==> config.mk <==
export PLATFORM = sky130hd
export DESIGN_NAME = calendar_clock_tick_update_flat
export DESIGN_NICKNAME = d
export VERILOG_FILES = /design/src/rtl/core/rtcc_pkg.sv /design/src/rtl/core/rtcc_chan_if.sv /design/src/rtl/core/rtcc_acc_alu.sv /design/src/rtl/core/rtcc_cal_step.sv /design/src/rtl/core/calendar_clock_tick_update.sv /design/src/flat_wrapper.sv
export VERILOG_INCLUDE_DIRS = /design/src /design/src/rtl/core
export SDC_FILE = /design/constraint.sdc
export NUM_CORES = 1
export LEC_CHECK = 0
export BUFFER_PORTS_ARGS = -buffer_cell sky130_fd_sc_hd__buf_2
export CAP_MARGIN = 20
export CORE_UTILIZATION = 55
export CTS_CLUSTER_DIAMETER = 30
export DETAILED_ROUTE_END_ITERATION = 7
export GPL_ROUTABILITY_DRIVEN = 1
export GPL_TIMING_DRIVEN = 0
export MAX_ROUTING_LAYER = met4
export PLACE_DENSITY = 0.82
export SLEW_MARGIN = 20
export SYNTH_ARGS = -nofsm -noshare
export SYNTH_HDL_FRONTEND = slang
export SYNTH_SLANG_ARGS = --single-unit
==> constraint.sdc <==
create_clock -name clk -period 8.43 [get_ports clk]
set_clock_uncertainty 0.05 [all_clocks]
set_input_delay 1.686 -clock clk [delete_from_list [all_inputs] [get_ports clk]]
set_output_delay 1.686 -clock clk [all_outputs]
set_load 0.005 [all_outputs]
==> src/rtl/core/calendar_clock_tick_update_defines.svh <==
// Assertion macros for the calendar clock tick update block.
// Used by the RTL files that carry concurrent checks; expects clk and rst_n in scope.
`ifndef CALENDAR_CLOCK_TICK_UPDATE_DEFINES_SVH
`define CALENDAR_CLOCK_TICK_UPDATE_DEFINES_SVH

`ifndef SYNTHESIS
// Check a condition at every clock edge outside reset.
`define RTCC_ASSERT(lbl, cond, msg) \
    lbl: assert property (@(posedge clk) disable iff (!rst_n) (cond)) else $error(msg);
// Check that a condition implies another in the next cycle.
`define RTCC_ASSERT_NEXT(lbl, ante, cons, msg) \
    lbl: assert property (@(posedge clk) disable iff (!rst_n) (ante) |=> (cons)) \
        else $error(msg);
`else
`define RTCC_ASSERT(lbl, cond, msg)
`define RTCC_ASSERT_NEXT(lbl, ante, cons, msg)
`endif

`endif

==> src/rtl/core/rtcc_pkg.sv <==
// Package for the calendar clock tick update block: payload types and constants.
// No dependencies; used by every module of the block.
`default_nettype none

package rtcc_pkg;

    localparam int ACC_W = 17;
    localparam int TOTAL_W = 32;
    localparam int TICK_W = 16;

    localparam logic [ACC_W-1:0] TICKS_PER_HALF = ACC_W'(32 * 500);

    localparam logic [6:0] LAST_HALF_SECOND = 7'((60 * 2) - 1);
    localparam logic [5:0] LAST_MINUTE      = 6'd59;
    localparam logic [4:0] LAST_HOUR        = 5'd23;
    localparam logic [2:0] LAST_WEEKDAY     = 3'd6;
    localparam logic [4:0] LAST_DATE        = 5'd30;
    localparam logic [4:0] LAST_DATE_SHORT  = 5'd29;
    localparam logic [4:0] LAST_DATE_FEB    = 5'd27;
    localparam logic [3:0] LAST_MONTH       = 4'd11;

    localparam logic [3:0] MONTH_FEB = 4'd1;
    localparam logic [3:0] MONTH_APR = 4'd3;
    localparam logic [3:0] MONTH_JUN = 4'd5;
    localparam logic [3:0] MONTH_SEP = 4'd8;
    localparam logic [3:0] MONTH_NOV = 4'd10;

    localparam logic REQ_ADVANCE = 1'b0;
    localparam logic REQ_LOAD    = 1'b1;

    typedef struct packed {
        logic [6:0] half_seconds;
        logic [5:0] minutes;
        logic [4:0] hours;
        logic [2:0] weekday;
        logic [4:0] date;
        logic [3:0] month;
    } cal_t;

    typedef struct packed {
        logic        req_type;
        logic [15:0] time_passed;
        logic [6:0]  load_half_seconds;
        logic [5:0]  load_minutes;
        logic [4:0]  load_hours;
        logic [2:0]  load_weekday;
        logic [4:0]  load_date;
        logic [3:0]  load_month;
    } request_t;

    typedef struct packed {
        logic [31:0] raw_ticks;
        logic [13:0] sub_half_second;
        logic [6:0]  half_seconds;
        logic [5:0]  minutes;
        logic [4:0]  hours;
        logic [2:0]  weekday;
        logic [4:0]  date;
        logic [3:0]  month;
    } result_t;

    // Last zero-based date of a month, no leap years.
    function automatic logic [4:0] last_date_of(input logic [3:0] month);
        logic [4:0] last;
        last = LAST_DATE;
        if (month == MONTH_FEB)
            last = LAST_DATE_FEB;
        else if (month == MONTH_APR || month == MONTH_JUN ||
                 month == MONTH_SEP || month == MONTH_NOV)
            last = LAST_DATE_SHORT;
        return last;
    endfunction

endpackage

`default_nettype wire

==> src/rtl/core/rtcc_chan_if.sv <==
// Valid/ready channel interface carrying one payload struct per transfer.
// Payload type is set by the instantiating level; no other dependencies.
`default_nettype none

interface rtcc_chan_if #(parameter type payload_t = logic);
    logic     valid;
    logic     ready;
    payload_t data;

    modport source (output valid, output data, input ready);
    modport sink   (input valid, input data, output ready);
endinterface

`default_nettype wire

==> src/rtl/core/rtcc_acc_alu.sv <==
// Shared accumulator adder: adds a tick count or takes off one half-second.
// Depends on rtcc_pkg.
`default_nettype none

module rtcc_acc_alu
    import rtcc_pkg::*;
(
    input  wire logic [ACC_W-1:0]  acc,
    input  wire logic [TICK_W-1:0] addend,
    input  wire logic              sub,
    output logic [ACC_W-1:0]       sum,
    output logic                   ge
);

    localparam logic [ACC_W-1:0] NegHalf = ACC_W'((1 << ACC_W) - (32 * 500));

    logic [ACC_W-1:0] operand;

    // Pick the operand: the tick count, or minus one half-second in two's complement
    assign operand = sub ? NegHalf : {{(ACC_W-TICK_W){1'b0}}, addend};
    assign sum     = acc + operand;

    // Flag a pending half-second boundary
    assign ge = (acc >= TICKS_PER_HALF);

endmodule

`default_nettype wire

==> src/rtl/core/rtcc_cal_step.sv <==
// Calendar carry chain: advances the calendar by one half-second.
// Depends on rtcc_pkg.
`default_nettype none

module rtcc_cal_step
    import rtcc_pkg::*;
(
    input  wire cal_t cur,
    output cal_t      nxt
);

    always_comb
    begin
        nxt = cur;
        // Carry through half-seconds, minutes and hours
        if (cur.half_seconds < LAST_HALF_SECOND)
        begin
            nxt.half_seconds = cur.half_seconds + 7'd1;
        end
        else
        begin
            nxt.half_seconds = '0;
            if (cur.minutes < LAST_MINUTE)
            begin
                nxt.minutes = cur.minutes + 6'd1;
            end
            else
            begin
                nxt.minutes = '0;
                if (cur.hours < LAST_HOUR)
                begin
                    nxt.hours = cur.hours + 5'd1;
                end
                else
                begin
                    // Roll the day: weekday, date and month
                    nxt.hours   = '0;
                    nxt.weekday = (cur.weekday >= LAST_WEEKDAY) ? 3'd0 : cur.weekday + 3'd1;
                    if (cur.date >= last_date_of(cur.month))
                    begin
                        nxt.date  = '0;
                        nxt.month = (cur.month >= LAST_MONTH) ? 4'd0 : cur.month + 4'd1;
                    end
                    else
                    begin
                        nxt.date = cur.date + 5'd1;
                    end
                end
            end
        end
    end

endmodule

`default_nettype wire

==> src/rtl/core/calendar_clock_tick_update.sv <==
// Real-time clock calendar. An advance request is taken in the idle state, where the tick
// count is added to the raw total and the sub-half-second accumulator; the shared
// accumulator adder then takes off one half-second per cycle, stepping the calendar
// each time, until the accumulator is below 16000 (at most five steps for a 16-bit
// count), and the emit state then copies the state into the result register once that
// register is free or being taken. A load clamps each field to its range, leaves the
// tick counters alone and goes straight to the emit state.
// The result register holds one finished result while the next request is worked.
// Depends on rtcc_pkg, rtcc_chan_if, rtcc_acc_alu, rtcc_cal_step and the defines header.
`default_nettype none
`include "calendar_clock_tick_update_defines.svh"

module calendar_clock_tick_update
    import rtcc_pkg::*;
(
    input  wire logic   clk,
    input  wire logic   rst_n,
    rtcc_chan_if.sink   request,
    rtcc_chan_if.source status
);

    typedef enum logic [2:0] {
        S_IDLE = 3'b001,
        S_STEP = 3'b010,
        S_EMIT = 3'b100
    } state_t;

    state_t               state_reg, state_next;
    logic [TOTAL_W-1:0]   total_reg, total_next;
    logic [ACC_W-1:0]     acc_reg, acc_next;
    cal_t                 cal_reg, cal_next;
    result_t              result_reg, result_next;
    logic                 result_valid_reg, result_valid_next;

    logic [ACC_W-1:0]     alu_sum;
    logic                 alu_ge;
    logic                 alu_sub;
    cal_t                 cal_stepped;
    cal_t                 cal_loaded;
    request_t             req;
    logic                 take;

    assign req  = request.data;
    assign take = request.valid && request.ready;

    assign request.ready = (state_reg == S_IDLE);
    assign status.valid  = result_valid_reg;
    assign status.data   = result_reg;

    // Shared accumulator unit and one-step calendar carry
    assign alu_sub = (state_reg == S_STEP);

    rtcc_acc_alu u_acc_alu (
        .acc    (acc_reg),
        .addend (req.time_passed),
        .sub    (alu_sub),
        .sum    (alu_sum),
        .ge     (alu_ge)
    );

    rtcc_cal_step u_cal_step (
        .cur (cal_reg),
        .nxt (cal_stepped)
    );

    // Clamp loaded fields to their ranges
    always_comb
    begin
        cal_loaded.half_seconds = (req.load_half_seconds > LAST_HALF_SECOND) ?
                                  LAST_HALF_SECOND : req.load_half_seconds;
        cal_loaded.minutes = (req.load_minutes > LAST_MINUTE) ? LAST_MINUTE : req.load_minutes;
        cal_loaded.hours   = (req.load_hours > LAST_HOUR) ? LAST_HOUR : req.load_hours;
        cal_loaded.weekday = (req.load_weekday > LAST_WEEKDAY) ? LAST_WEEKDAY
                                                               : req.load_weekday;
        cal_loaded.date    = (req.load_date > LAST_DATE) ? LAST_DATE : req.load_date;
        cal_loaded.month   = (req.load_month > LAST_MONTH) ? LAST_MONTH : req.load_month;
    end

    // Sequencer: take a request, step half-seconds, hand the state to the result register
    always_comb
    begin
        state_next        = state_reg;
        total_next        = total_reg;
        acc_next          = acc_reg;
        cal_next          = cal_reg;
        result_next       = result_reg;
        result_valid_next = result_valid_reg;

        // Drop the held result once the sink takes it
        if (status.ready)
            result_valid_next = 1'b0;

        unique case (state_reg)
            S_IDLE:
            begin
                if (take)
                begin
                    if (req.req_type == REQ_LOAD)
                    begin
                        cal_next   = cal_loaded;
                        state_next = S_EMIT;
                    end
                    else
                    begin
                        total_next = total_reg + {{(TOTAL_W-TICK_W){1'b0}}, req.time_passed};
                        acc_next   = alu_sum;
                        state_next = S_STEP;
                    end
                end
            end
            S_STEP:
            begin
                if (alu_ge)
                begin
                    acc_next = alu_sum;
                    cal_next = cal_stepped;
                end
                else
                begin
                    state_next = S_EMIT;
                end
            end
            S_EMIT:
            begin
                if (!result_valid_reg || status.ready)
                begin
                    result_next.raw_ticks       = total_reg;
                    result_next.sub_half_second = acc_reg[13:0];
                    result_next.half_seconds    = cal_reg.half_seconds;
                    result_next.minutes         = cal_reg.minutes;
                    result_next.hours           = cal_reg.hours;
                    result_next.weekday         = cal_reg.weekday;
                    result_next.date            = cal_reg.date;
                    result_next.month           = cal_reg.month;
                    result_valid_next           = 1'b1;
                    state_next                  = S_IDLE;
                end
            end
            default:
            begin
                state_next = S_IDLE;
            end
        endcase
    end

    // Control and clock state registers
    always_ff @(posedge clk or negedge rst_n)
    begin
        if (!rst_n)
        begin
            state_reg        <= S_IDLE;
            total_reg        <= '0;
            acc_reg          <= '0;
            cal_reg          <= '0;
            result_valid_reg <= 1'b0;
        end
        else
        begin
            state_reg        <= state_next;
            total_reg        <= total_next;
            acc_reg          <= acc_next;
            cal_reg          <= cal_next;
            result_valid_reg <= result_valid_next;
        end
    end

    // Result payload
    always_ff @(posedge clk)
    begin
        result_reg <= result_next;
    end

    `RTCC_ASSERT(a_acc_settled, (state_reg != S_IDLE) || (acc_reg < TICKS_PER_HALF), "accumulator not settled while idle")
    `RTCC_ASSERT_NEXT(a_step_exit, (state_reg == S_STEP) && !alu_ge, state_reg == S_EMIT, "step loop did not exit")
    `RTCC_ASSERT_NEXT(a_result_source, !result_valid_reg && status.valid == 1'b0 && state_reg != S_EMIT, !result_valid_reg, "result appeared without emit")
    `RTCC_ASSERT(a_cal_range, (cal_reg.half_seconds <= LAST_HALF_SECOND) && (cal_reg.minutes <= LAST_MINUTE) && (cal_reg.hours <= LAST_HOUR) && (cal_reg.weekday <= LAST_WEEKDAY) && (cal_reg.date <= LAST_DATE) && (cal_reg.month <= LAST_MONTH), "calendar field out of range")

endmodule

`default_nettype wire

==> src/flat_wrapper.sv <==
// flat-port wrapper written by rule: the top's interface ports become plain ports
module calendar_clock_tick_update_flat import rtcc_pkg::*;
  (clk, rst_n, request_valid, request_data, request_ready, status_valid, status_data, status_ready);
  rtcc_chan_if #(.payload_t(request_t)) request_i ();
  rtcc_chan_if #(.payload_t(result_t)) status_i ();
  input  wire logic clk;
  input  wire logic rst_n;
  input wire logic [$bits(request_i.valid)-1:0] request_valid;
  input wire logic [$bits(request_i.data)-1:0] request_data;
  output wire logic [$bits(request_i.ready)-1:0] request_ready;
  output wire logic [$bits(status_i.valid)-1:0] status_valid;
  output wire logic [$bits(status_i.data)-1:0] status_data;
  input wire logic [$bits(status_i.ready)-1:0] status_ready;
  assign request_i.valid = request_valid;
  assign request_i.data = request_data;
  assign request_ready = request_i.ready;
  assign status_valid = status_i.valid;
  assign status_data = status_i.data;
  assign status_i.ready = status_ready;
  calendar_clock_tick_update u_core (.clk(clk), .rst_n(rst_n), .request(request_i), .status(status_i));
endmodule
# Word-level counts from Yosys, hierarchy flattened
# Cells that the tools add are included.
[word_totals]
ff_bits = 159
output_inout_bits = 78
elab_cells = 112
[classes]
n_eq_ne = 18
add_sub_neg = 8
bitwise_logic = 1
muxes = 38
n_lt_le_gt_ge = 13
n_reduce_logical = 16
[op_table]
columns = ["op", "count"]
rows = [
  ["$mux W30", 3],
  ["$mux W17", 5],
  ["$pmux W30 S2", 1],
  ["$mux W5", 7],
  ["$pmux W17 S2", 1],
  ["$add A32 B16 Y32", 1],
  ["$mux W23", 1],
  ["$mux W3", 7],
  ["$add A17 B17 Y17", 1],
  ["$ge A17 B14 Y1 const B", 1],
  ["$ne A2 B2 Y1 const B", 8],
  ["$mux W7", 2],
  ["$mux W12", 1],
  ["$mux W4", 3],
  ["$mux W6", 2],
  ["$add A5 B1 Y5 const B", 2],
  ["$gt A5 B5 Y1 const B", 2],
  ["$pmux W3 S3", 1],
  ["$eq A4 B4 Y1 const B", 2],
  ["$reduce_and A4 Y1", 2],
  ["$reduce_and A8 Y1", 1],
  ["$add A7 B1 Y7 const B", 1],
  ["$gt A7 B7 Y1 const B", 1],
  ["$lt A7 B7 Y1 const B", 1],
  ["30 further kinds", 37],
]

# Logic depth before layout (Yosys ltp)
[depth]
ltp_word = 16
ltp_mapped = 14
mapped_depth_nobuf = 13

# Cells and area by module
# A second synthesis with hierarchy kept.
[unflattened]
cells_unflattened = 790
hier_area_um2 = 8396.8
[by_module_without_submodules]
columns = ["module", "cells_per_inst", "n_inst", "area_each_um2"]
rows = [
  ["calendar_clock_tick_update", 537, 1, 6685.2],
  ["rtcc_acc_alu", 116, 1, 862.1],
  ["rtcc_cal_step", 137, 1, 849.6],
]

# Least setup slack after synthesis
# Ideal clock, no wire load.
[synth_timing]
kind = "input to register"
startpoint = "input status_ready"
endpoint = "register u_core.result_reg (netlist bit u_core.status.data[0]) (enable)"
t_arrival_ps = 4935
cell_stages = 2
path_slack_ps = 2935
path_cell_list = "nor2b_1 nor2_1"
[synth_between]
elab_chain_cells = 2
[synth_lines]
columns = ["element", "line", "source"]
rows = [
  ["start: declaration", "flat_wrapper.sv:13", "input wire logic [$bits(status_i.ready)-1:0] status_ready;"],
  ["$logic_or A1 B1 Y1", "calendar_clock_tick_update.sv:125", "if (!result_valid_reg || status.ready)"],
  ["$reduce_and A2 Y1 (no line)", "n/a", ""],
  ["end signal: assignment", "calendar_clock_tick_update.sv:170", "result_reg <= result_next;"],
  ["end: declaration", "calendar_clock_tick_update.sv:32", "result_t result_reg, result_next;"],
]
# No other way between the ends.
# A chain may end at the register's enable or synchronous reset.

# Worst setup path after layout
[layout_timing]
startpoint = "register u_core.state_reg[2]"
endpoint = "register u_core.acc_reg[16]"
[layout_between]
elab_chain_cells = 6
[layout_lines]
columns = ["element", "line", "source"]
rows = [
  ["start: declaration", "calendar_clock_tick_update.sv:28", "state_t state_reg, state_next;"],
  ["start signal: assignment", "calendar_clock_tick_update.sv:159", "state_reg <= state_next;"],
  ["$eq A3 B2 Y1", "calendar_clock_tick_update.sv:51, calendar_clock_tick_update.sv:93", ""],
  ["$mux W17", "rtcc_acc_alu.sv:20", "assign operand = sub ? NegHalf : {{(ACC_W-TICK_W){1'b0}}, addend};"],
  ["$add A17 B17 Y17", "rtcc_acc_alu.sv:21", "assign sum = acc + operand;"],
  ["$mux W17", "calendar_clock_tick_update.sv:98", "if (req.req_type == REQ_LOAD)"],
  ["$mux W17", "calendar_clock_tick_update.sv:96", "if (take)"],
  ["$pmux W17 S2", "calendar_clock_tick_update.sv:93", "unique case (state_reg)"],
  ["end signal: assignment", "calendar_clock_tick_update.sv:161", "acc_reg <= acc_next;"],
  ["end: declaration", "calendar_clock_tick_update.sv:30", "logic [ACC_W-1:0] acc_reg, acc_next;"],
]
# Several ways; a longest one is shown, not always the timed one. The select of a mux whose other input is x is not followed.

==> impl_results.md <==
* Setup crit start: u_core.state_reg[2]$_DFFE_PN0P_
* Area leader, netlist: edfxtp_1
* Ports at ~130
* Vias in the first global route at about 6200
* Yosys cell types at just under 70
* Routed vias/inst at ~5.9
* Required @ worst endpoint at a little under 9 ns
* Layout area overhead at 19.6%
* Worst-Skew Late Latency at 0.42 ns
* GRT Total Usage at approximately a quarter
* Cell count after synthesis at ~760
* Relative slew slack at about 48%
* Synth Cell Area at a little over 0.008 mm2
* Status: finished, final reports clean
* Max Cap Viol at 0
* H-tree Lvls at 4
* Final net count at around 1000
* # diodes at 0
* DRC viols at 0
* Setup Fix Bufs, Post-CTS at 0
* Clk buf depth at 2
* Worst-margin pin slew at 0.771 ns
* Dpl hpwl at 13100 um
* Fin. max-slew vios at 0
* TritonCTS Buffers at 17
* Worst setup EP type: flop
* Period utilization at 51.6%
* Power consumption at 3270 uW
* Mapped Nets at roughly 850
* Clock Power Share at 25.0%
* Min-Delay Path Class: reg -> reg
* Pleak at approximately 0.0042 uW
* Sw Ratio at between 30% and 40%
* Vias at ~6500
* Final core occ at 68.4%
* Chip width at between 100 and 150 um
* Max stage delay cell, worst path: nor3b_1
* Drt wl/cell at ~17 um
* Post-synth EDFFs at 76
* First-pass GRT wire length at around 30000 um
* Core Footprint at roughly 0.014 mm2
* Resized Gates After CTS at 0
* Area of the multi-input gates at 0.00356 mm2
* Final setup fails at 0
* Crit path cell chain: buf_2 -> nor3b_1 -> clkbuf_1 -> clkbuf_1 -> nor2b_1 -> ha_1 -> fa_1 -> a211oi_1 -> o21ai_0 -> o2111ai_1 -> a21o_1 -> mux2i_1 -> o22ai_1
* Ratio of cells with drive above 1 in the final layout at between 20% and 30%
* Syn. warnings at 0
* RSZ-0062 raised after global routing: no
* Overflow after GRT at 0
* CTS Hold Bufs at 0
* Drt first-iter violations at 680
* TritonCTS clock tree: built
* Main area contributors after synthesis: edfxtp_1 28%, dfrtp_1 25%, ha_1 6.8%
* Gate power share at roughly 36%
* Initial antenna violation count at 0
* Initial Utilization at between 50% and 60%
* Seq/Total Area, Yosys at 54.1%
* Synth top area share at 28.3%
* # fillers at between 1000 and 1500
* F_max at 0.230 GHz
* CP max FO at 10
* Worst-path clk slew at approximately 0.060 ns
* Critical Path Start Type: flop
* CP max stage delay at 0.65 ns
* Commonest non-fill, non-tap cells in the layout: 130 x buf_2, 94 x o21ai_0, 92 x nand2_1
* Worst hold start: u_core.total_reg[26]$_DFFE_PN0P_
* #FFs+latches synth at between 150 and 200
* FP Rows at 43
* Async S/R FF share, synth at 52.2%
* Reg2reg start: u_core.state_reg[2]$_DFFE_PN0P_
* Reg power frac at roughly 40%
* Critical path's most frequent cell: clkbuf_1
* CTS Root Cell: clkbuf_16
* Max FFs per register at 76
* CP arrival at approximately 4.6 ns
* Clock Sinks at about 160
* Minimum clock period after layout at approximately 4.4 ns
* Setup CP Type: reg -> reg
* Pwr/cell area at 339 mW/mm2
* Register area at between 0.004 and 0.005 mm2
* GPL Wtd Cong at 0.879
* Commonest non-fill, non-tap cell in the layout: buf_2
* Initial DRT Pass Iterations at 6
* Final Hold Fails at 0
* Routed Antenna Nets at 0
* I/O Buffers at approximately 130
* Die Area at 0.0151 mm2
* Main synth FF type: dfrtp_1
* Syn avg cell area at 10.7 um2
* Pint at between 2000 and 2500 uW
* Die Height at 123 um
* Largest net degree at the start of global routing at 56
* Peak supply drop at about 0.17 mV
* Net Switching at around 1200 uW
* Setup TNS at 0 ns
* Post-Route WL at 18800 um
[kinds of logic (layout without fill, tap and decap cells)]
logic type               Yosys count  count (layout)  synth area share, %
XOR/XNOR                          41              41                 4.45
flip-flops                       159             159                 54.1
AO/OA/AOI/OAI                    226             226                 16.8
adder cells (fa/ha/maj)           46              46                 7.33
AND/OR/NAND/NOR                  241             241                 15.0
buffers and inverters             39             202                 1.88
multiplexers                       3               3                0.404
[worst paths after layout]
check / end / slack, ns / cells past startpoint
max: u_core.acc_reg[16]$_DFFE_PN0P_ / 4.08 / 13
min: u_core.status.data[70]$_DFFE_PP_ / 0.40 / 0
max reg2reg: u_core.acc_reg[16]$_DFFE_PN0P_ / 4.08 / 13
min reg2reg: u_core.status.data[70]$_DFFE_PP_ / 0.40 / 0
max in group asynchronous: u_core.state_reg[0]$_DFFE_PN1P_ / 6.48 / 2
min in group asynchronous: u_core.acc_reg[4]$_DFFE_PN0P_ / 1.16 / 1
[power groups by stage]
stage                     Clock [uW]  Sequential (uW)  Combinational (uW)
after floorplan                    0             1230                 851
after global placement             0             1290                1090
after detailed placement           0             1280                1140
after CTS                        826             1280                1170
after global routing             856             1310                1320
final                            818             1280                1170
[metrics by stage]
step           setup slack [ns]  cell area (um2)  hold slack, ns  cells
6_report                   4.08             9640           0.397   1098
2_1_floorplan              2.93             8060           0.373    755
4_1_cts                    4.05             9640           0.397   1098
3_5_place_dp               4.08             9000           0.382   1066
3_3_place_gp               1.42             8930           0.385   1063
5_1_grt                    3.65             9640           0.421   1098
[critical path, delay by kind of cell, from the launching register on]
family                     cells  cell delay, ns
AOI/OAI and AO/OA              5            1.06
adders and majority gates      2            0.75
buffers and inverters          3            1.04
DFF                            1            0.35
muxes                          1            0.20
and+or+nand+nor                2            0.77
[cells in the mapped netlist, types with 4 or more instances]
cell and instances:
a211oi_1 8, a21o_1 10, a21oi_1 53, a31oi_1 11, and3_1 11, clkbuf_1 18, dfrtp_1 82, edfxtp_1 76
ha_1 44, inv_1 14, nand2_1 92, nand2b_1 8, nand3_1 18, nand3b_1 7, nand4_1 5, nand4b_1 4
nor2_1 33, nor2b_1 20, nor3_1 15, nor3b_1 7, nor4_1 5, o211ai_1 9, o21ai_0 94, o31ai_1 4
or2_2 6, xnor2_1 14, xor2_1 27
[per-layer routing]
metal  track usage (%)  share of wire, %
met1              33.1                43
met2              43.0                49
met3              5.03               5.9
met4              10.2               2.3
met5                 -                 0
[layout make-up]
class | instances | share of cell area (%)
Buffer | 24 | 0.986
Clock inverter | 12 | 1.88
Tap cell | 180 | 2.34
Sequential cell | 159 | 45.2
Timing Repair Buffer | 131 | 7.37
Multi-Input combinational cell | 557 | 36.9
Clock buffer | 20 | 4.74
Inverter | 15 | 0.584
Note: power is estimated with default switching activity, not from simulation.
